File: src/hw/rtl/stps_pkg.sv
// Shared types, constants and helper functions for the Stanley steering block.
// Used by stps_cordic, stps_ctrl, stps_dp and stanley_path_steering.
package stps_pkg;

    localparam int CORDIC_W     = 50;
    localparam int ANG_W        = 32;
    localparam int STEP_W       = 5;
    localparam int CORDIC_STEPS = 28;

    // Angles inside the CORDIC are in units of 2^-28 rad.
    localparam logic signed [ANG_W-1:0] HALF_PI_A = 32'sd421657428;
    localparam logic signed [ANG_W-1:0] PI_A      = 32'sd843314856;
    localparam logic signed [ANG_W-1:0] TWO_PI_A  = 32'sd1686629712;

    localparam logic signed [17:0] PI_Q13     = 18'sd25736;
    localparam logic signed [17:0] TWO_PI_Q13 = 18'sd51472;

    localparam logic signed [31:0] CORDIC_GAIN_Q30 = 32'sd652032874;

    localparam logic CFG_GAIN  = 1'b0;
    localparam logic CFG_COUNT = 1'b1;

    localparam logic OP_LOAD  = 1'b0;
    localparam logic OP_STEER = 1'b1;

    typedef struct packed {
        logic               op;
        logic [7:0]         point_index;
        logic signed [19:0] pos_x;
        logic signed [19:0] pos_y;
        logic signed [15:0] yaw;
        logic signed [15:0] speed;
    } item_t;

    typedef struct packed {
        logic signed [16:0] steer_angle;
        logic [7:0]         target_index;
    } result_t;

    typedef enum logic [1:0] {
        RD_SCAN = 2'd0,
        RD_SEG  = 2'd1,
        RD_NEXT = 2'd2,
        RD_TGT  = 2'd3
    } rd_sel_t;

    typedef enum logic [1:0] {
        CS_HEAD = 2'd0,
        CS_ROT  = 2'd1,
        CS_CTE  = 2'd2
    } cordic_sel_t;

    typedef enum logic {
        CM_VECTOR = 1'b0,
        CM_ROTATE = 1'b1
    } cordic_mode_t;

    typedef struct packed {
        logic        capture;
        logic        write_pt;
        logic        scan_run;
        logic        pick;
        rd_sel_t     rd_sel;
        logic        lat_a;
        logic        lat_b;
        logic        lat_c;
        logic        cordic_start;
        cordic_sel_t csel;
        logic        cap_head;
        logic        cap_rot;
        logic        mul1;
        logic        mul2;
        logic        mul3;
        logic        cap_cte;
        logic        out_load;
    } cmd_t;

    typedef struct packed {
        logic scan_done;
        logic cordic_done;
    } sts_t;

    // atan(2^-i) in units of 2^-28 rad, rounded to nearest.
    function automatic logic signed [ANG_W-1:0] atan_lut(input logic [STEP_W-1:0] i);
        logic signed [ANG_W-1:0] v;
        case (i)
            5'd0:    v = 32'sd210828714;
            5'd1:    v = 32'sd124459457;
            5'd2:    v = 32'sd65760959;
            5'd3:    v = 32'sd33381290;
            5'd4:    v = 32'sd16755422;
            5'd5:    v = 32'sd8385879;
            5'd6:    v = 32'sd4193963;
            5'd7:    v = 32'sd2097109;
            5'd8:    v = 32'sd1048571;
            5'd9:    v = 32'sd524287;
            5'd10:   v = 32'sd262144;
            5'd11:   v = 32'sd131072;
            5'd12:   v = 32'sd65536;
            5'd13:   v = 32'sd32768;
            5'd14:   v = 32'sd16384;
            5'd15:   v = 32'sd8192;
            5'd16:   v = 32'sd4096;
            5'd17:   v = 32'sd2048;
            5'd18:   v = 32'sd1024;
            5'd19:   v = 32'sd512;
            5'd20:   v = 32'sd256;
            5'd21:   v = 32'sd128;
            5'd22:   v = 32'sd64;
            5'd23:   v = 32'sd32;
            5'd24:   v = 32'sd16;
            5'd25:   v = 32'sd8;
            5'd26:   v = 32'sd4;
            5'd27:   v = 32'sd2;
            default: v = 32'sd0;
        endcase
        return v;
    endfunction

    // Round an internal angle to Q3.13, half away from zero.
    function automatic logic signed [17:0] rnd15(input logic signed [ANG_W-1:0] v);
        logic signed [ANG_W:0] w;
        logic signed [ANG_W:0] mag;
        logic signed [ANG_W:0] q;
        w   = {v[ANG_W-1], v};
        mag = (w < 0) ? -w : w;
        q   = (mag + 33'sd16384) >>> 15;
        if (w < 0)
        begin
            q = -q;
        end
        return q[17:0];
    endfunction

endpackage

File: src/hw/rtl/stps_ctrl.sv
// Sequencing state machine for the Stanley steering block.
// Depends on stps_pkg for the command and status structs.
module stps_ctrl
    import stps_pkg::*;
(
    input  logic clk,
    input  logic rst_n,
    input  logic item_valid,
    input  logic item_op,
    output logic item_ready,
    output logic result_valid,
    input  logic result_ready,
    input  sts_t sts,
    output cmd_t cmd
);

    typedef enum logic [15:0] {
        S_IDLE = 16'h0001,
        S_LOAD = 16'h0002,
        S_SCAN = 16'h0004,
        S_PICK = 16'h0008,
        S_RD0  = 16'h0010,
        S_RD1  = 16'h0020,
        S_RD2  = 16'h0040,
        S_RD3  = 16'h0080,
        S_HEAD = 16'h0100,
        S_ROT  = 16'h0200,
        S_MUL1 = 16'h0400,
        S_MUL2 = 16'h0800,
        S_MUL3 = 16'h1000,
        S_CGO  = 16'h2000,
        S_CTE  = 16'h4000,
        S_DONE = 16'h8000
    } state_t;

    state_t state_reg, state_next;
    logic   valid_reg, valid_next;

    always_comb
    begin
        state_next = state_reg;
        cmd        = '0;
        item_ready = 1'b0;
        case (state_reg)
            S_IDLE:
            begin
                item_ready = 1'b1;
                if (item_valid)
                begin
                    cmd.capture = 1'b1;
                    state_next  = (item_op == OP_STEER) ? S_SCAN : S_LOAD;
                end
            end
            S_LOAD:
            begin
                cmd.write_pt = 1'b1;
                state_next   = S_IDLE;
            end
            S_SCAN:
            begin
                cmd.scan_run = 1'b1;
                cmd.rd_sel   = RD_SCAN;
                if (sts.scan_done)
                begin
                    state_next = S_PICK;
                end
            end
            S_PICK:
            begin
                cmd.pick   = 1'b1;
                state_next = S_RD0;
            end
            S_RD0:
            begin
                cmd.rd_sel = RD_SEG;
                state_next = S_RD1;
            end
            S_RD1:
            begin
                cmd.rd_sel = RD_NEXT;
                cmd.lat_a  = 1'b1;
                state_next = S_RD2;
            end
            S_RD2:
            begin
                cmd.rd_sel = RD_TGT;
                cmd.lat_b  = 1'b1;
                state_next = S_RD3;
            end
            S_RD3:
            begin
                cmd.lat_c        = 1'b1;
                cmd.cordic_start = 1'b1;
                cmd.csel         = CS_HEAD;
                state_next       = S_HEAD;
            end
            S_HEAD:
            begin
                cmd.csel = CS_ROT;
                if (sts.cordic_done)
                begin
                    cmd.cap_head     = 1'b1;
                    cmd.cordic_start = 1'b1;
                    state_next       = S_ROT;
                end
            end
            S_ROT:
            begin
                cmd.csel = CS_ROT;
                if (sts.cordic_done)
                begin
                    cmd.cap_rot = 1'b1;
                    state_next  = S_MUL1;
                end
            end
            S_MUL1:
            begin
                cmd.mul1   = 1'b1;
                state_next = S_MUL2;
            end
            S_MUL2:
            begin
                cmd.mul2   = 1'b1;
                state_next = S_MUL3;
            end
            S_MUL3:
            begin
                cmd.mul3   = 1'b1;
                state_next = S_CGO;
            end
            S_CGO:
            begin
                cmd.csel         = CS_CTE;
                cmd.cordic_start = 1'b1;
                state_next       = S_CTE;
            end
            S_CTE:
            begin
                cmd.csel = CS_CTE;
                if (sts.cordic_done)
                begin
                    cmd.cap_cte = 1'b1;
                    state_next  = S_DONE;
                end
            end
            S_DONE:
            begin
                // The output register must be free or emptying this cycle.
                if (!valid_reg || result_ready)
                begin
                    cmd.out_load = 1'b1;
                    state_next   = S_IDLE;
                end
            end
            default:
            begin
                state_next = S_IDLE;
            end
        endcase
    end

    always_comb
    begin
        valid_next = valid_reg;
        if (cmd.out_load)
        begin
            valid_next = 1'b1;
        end
        else if (result_ready)
        begin
            valid_next = 1'b0;
        end
    end

    always_ff @(posedge clk or negedge rst_n)
    begin
        if (!rst_n)
        begin
            state_reg <= S_IDLE;
            valid_reg <= 1'b0;
        end
        else
        begin
            state_reg <= state_next;
            valid_reg <= valid_next;
        end
    end

    assign result_valid = valid_reg;

endmodule

File: config.mk
export PLATFORM = sky130hd
export DESIGN_NAME = stps_ctrl
export DESIGN_NICKNAME = d
export VERILOG_FILES = /design/src/hw/rtl/stps_pkg.sv /design/src/hw/rtl/stps_ctrl.sv
export SDC_FILE = /design/constraint.sdc
export NUM_CORES = 1
export LEC_CHECK = 0
export ABC_AREA = 1
export BUFFER_PORTS_ARGS = -buffer_cell sky130_fd_sc_hd__buf_2
export CAP_MARGIN = 20
export CORE_MARGIN = 8
export CORE_UTILIZATION = 25
export CTS_CLUSTER_DIAMETER = 200
export DETAILED_ROUTE_END_ITERATION = 12
export GPL_TIMING_DRIVEN = 0
export SYNTH_ARGS = -nofsm -noshare
export SYNTH_HDL_FRONTEND = slang
export SYNTH_SLANG_ARGS = --single-unit
File: constraint.sdc
create_clock -name clk -period 1.8 [get_ports clk]
set_clock_uncertainty 0.1 [all_clocks]
set_input_delay 0.45 -clock clk [delete_from_list [all_inputs] [get_ports clk]]
set_output_delay 0.45 -clock clk [all_outputs]
set_load 0.02 [all_outputs]
==> results.toml <==
[synth]
synth_warnings = 0
synth.yosys.seq_area_share = 0.353
synthesis.area_sq_um = 1210
synth_nets = 179
synth_cell_type_count = 22
synth_cells = 172
flops_latches_synth = 17
avgSynthCellArea_sq_um = 7.03

[finish]
final_net_count = 263
mostFrequentLayoutCells = "50 x sky130_fd_sc_hd__buf_4, 30 x sky130_fd_sc_hd__nor2_1, 27 x sky130_fd_sc_hd__nand2_1, 21 x sky130_fd_sc_hd__buf_6, 19 x sky130_fd_sc_hd__inv_1"
fill_cells = 446
area_taken_by_flip_flops_and_latches_sq_um = 427
layout_commonest_cell = "sky130_fd_sc_hd__buf_4"
synthToLayoutAreaGrowth_pct = 77.6
drive_above_1_share = 0.584
diodes = 0
largest_register_ff_count = 16
multiInputGateArea_sq_um = 825

[floorplan]
start_util = 0.258
fp.coreArea_sq_um = 4690
design.portCount = 28
y_dimension_of_the_die_microns = 85.6
fp.dieArea_sq_um = 7320
dieWidth_microns = 85.6
fp-row-count = 25

[sta]
worstMarginPinSlew_ns = 0.398
timing.final.hold_violations = 0
fin_ws_ns = -0.384
total_negative_slack_ns = -6.42
fmaxAchievable_mhz = 458
setup_viol = 25
timing.slew.headroom = 0.734
final.period_utilization = 1.21
rsz_0062_raised_after_global_routing = "yes"
fin_crit_ns = 2.18
maxSlewViolCount = 0
worst_hold_slack_ns = 0.00980

[critical_path]
regToRegSetupSlack_ns = -0.13
timing.critical_path.max_delay_family = "simple AND/OR/NAND/NOR gates"
critPathMostFrequentCell = "sky130_fd_sc_hd__nor2_4"
crit_fanout = 7
cp.arrival_ns = 1.63
worstSetupStartpointType = "register"
critical_path_class = "register to output pin"
critical_path.cell_chain = "nor2_4 > nand2_4 > nor2_4 > buf_6 > nand3_4 > nor2_4 > inv_2 > nand3_4 > buf_6"
critPathBufInv = 3
worstReg2RegEnd = "state_reg[1]"
critical-path-max-stage-delay_ns = 0.42
end_kind = "output pin"
timing.rr.start = "state_reg[12]"
worst_ep_required_time_ns = 1.25
r2r_cell_count = 13
cpMaxStageDelayCell = "sky130_fd_sc_hd__dfrtp_1"

[clocking]
cts_inserted_buffers = 3
clock-root-buffer = "sky130_fd_sc_hd__clkbuf_8"
cts_sinks = 17
clkTransAtPathRegs_ns = 0.07
cts.path.max_buffers = 2
cts_hold_buffers = 0
htree_num_levels = 1
clkLatencyLatePin_ns = 0.26
tritoncts = "built"

[pwr]
switching_share_of_power = 0.417
irDropWorstVdd_uv = 370
power.share.clock = 0.144
comb_power_share = 0.627
cell_internal_pwr_w = 0.00121
net_switching_power_w = 0.000865
power_frac_seq = 0.229
power_per_cell_area_nw_per_um2 = 967
leakagePower_nw = 1.21

[placed_design]
routabilityCongestion = 0.791
dp_worst_setup_slack_ns = -0.252
detailed_place_hpwl_microns = 2210
port_buffers = 27

[route]
wire_per_inst_microns = 12.4
iteration_0_drc_count_of_the_detailed_router = 83
drcViolationCount = 0
drt_wl_total_microns = 3830
detail_route.vias_per_cell = 4.36
routed-via-count = 1346
drtAntennaViolNets = 0
firstDrtPassIters = 4

[global_route]
grt_pass1_wl_microns = 6130
groute.usage.overall = 0.103
grt_antenna_before_repair = 0
first_global_vias = 1472
grt_start_max_net_pins = 18
globalRouteOverflowTotal = 0

[outcome]
violations = "negative setup slack"
outcome = "complete, but fails checks"

[min_path]
holdCritPathClass = "primary input to async pin"

[flow_run]
max-cap-violations = 0
## how the worst max path moves through the flow
| stage | startpoint | to | slack, ns | depth (start not counted) |
|---|---|---|---|---|
| final | state_reg[12] | cmd[9] | -0.38 | 9 |
| after global routing | state_reg[14] | cmd[9] | -0.48 | 9 |
| after CTS | state_reg[9] | cmd[9] | -0.36 | 9 |
| after detailed placement | state_reg[10] | cmd[9] | -0.25 | 9 |
| after global placement | state_reg[8] | cmd[9] | -0.25 | 9 |
| after floorplan | state_reg[8] | cmd[13] | -0.09 | 6 |
## Yosys cell counts
master,n,area share
sky130_fd_sc_hd__nor2_8,1,0.017
sky130_fd_sc_hd__a21oi_1,2,0.0083
sky130_fd_sc_hd__nor4_1,1,0.0052
sky130_fd_sc_hd__nor2_4,7,0.065
sky130_fd_sc_hd__nor2_2,5,0.026
sky130_fd_sc_hd__buf_4,1,0.0062
sky130_fd_sc_hd__inv_1,22,0.068
sky130_fd_sc_hd__o21ai_1,2,0.0083
sky130_fd_sc_hd__nand3_1,8,0.033
sky130_fd_sc_hd__dfrtp_1,16,0.33
sky130_fd_sc_hd__nand3b_2,1,0.0093
sky130_fd_sc_hd__nand3_4,1,0.014
sky130_fd_sc_hd__dfstp_2,1,0.022
sky130_fd_sc_hd__nand3_2,1,0.0083
sky130_fd_sc_hd__nand2_1,34,0.11
sky130_fd_sc_hd__o21ai_0,3,0.012
sky130_fd_sc_hd__inv_2,7,0.022
sky130_fd_sc_hd__buf_6,1,0.0093
sky130_fd_sc_hd__nand2_2,5,0.026
sky130_fd_sc_hd__nand2_4,6,0.056
sky130_fd_sc_hd__nand4_1,1,0.0052
sky130_fd_sc_hd__nor2_1,46,0.14
## worst reg2reg max path, stage by stage, from the launching register on
cell and delay, ns:
sky130_fd_sc_hd__dfrtp_1 0.42, sky130_fd_sc_hd__nor2_4 0.15, sky130_fd_sc_hd__nand2_4 0.09, sky130_fd_sc_hd__nor2_4 0.13, sky130_fd_sc_hd__buf_6 0.13, sky130_fd_sc_hd__buf_4 0.11
sky130_fd_sc_hd__buf_6 0.10, sky130_fd_sc_hd__buf_4 0.10, sky130_fd_sc_hd__buf_4 0.11, sky130_fd_sc_hd__nand4_1 0.11, sky130_fd_sc_hd__nand3_1 0.11, sky130_fd_sc_hd__nor2_2 0.05
sky130_fd_sc_hd__inv_2 0.08, sky130_fd_sc_hd__nor2_1 0.05
## power groups by stage
stage | clock network (W) | registers, W | logic, W
floorplan | 0 | 0.000479 | 0.000540
global placement | 0 | 0.000483 | 0.000675
detailed placement | 0 | 0.000484 | 0.000676
CTS | 0.000300 | 0.000475 | 0.00110
global route | 0.000324 | 0.000478 | 0.00141
finish | 0.000299 | 0.000475 | 0.00130
## per-stage QoR
stage / cell area, sq um / total power [W] / cells / util
after floorplan: 1250 / 0.00102 / 172 / -
after global placement: 1450 / 0.00116 / 253 / 0.310
after detailed placement: 1450 / 0.00116 / 253 / 0.310
after CTS: 1910 / 0.00187 / 290 / 0.407
after global routing: 2150 / 0.00222 / 309 / 0.458
final: 2150 / 0.00208 / 309 / 0.458
## repair_timing
action / in CTS / in global routing
pin swaps: 16 / 19
gates resized for setup: 48 / 30
gates cloned: 1 / 0
setup buffers: 32 / 22
endpoints found under the setup margin: 20 / 25
## layout make-up
class,count,share of cell area
flip-flops and latches,17,0.199
inverters,29,0.0518
repair buffers,78,0.304
plain buffers,2,0.00874
clock inverters,1,0.00233
clock buffers,3,0.0192
well taps,54,0.0315
multi-input cells,125,0.384
## per-layer routing
layer	GRT usage	up-vias	share of wire
li1	-	683	-
met1	0.107	623	0.41
met2	0.193	28	0.52
met3	0.0201	12	0.036
met4	0.0446	0	0.028
met5	0	-	0
## cells by family (layout without fill, tap and decap cells)
family,Yosys count,count (layout),synth area share
AOI/OAI and AO/OA,7,7,0.0290
buffers and inverters,31,113,0.105
DFF,17,17,0.353
and+or+nand+nor,117,118,0.513
(Power assumes the default switching activity.)
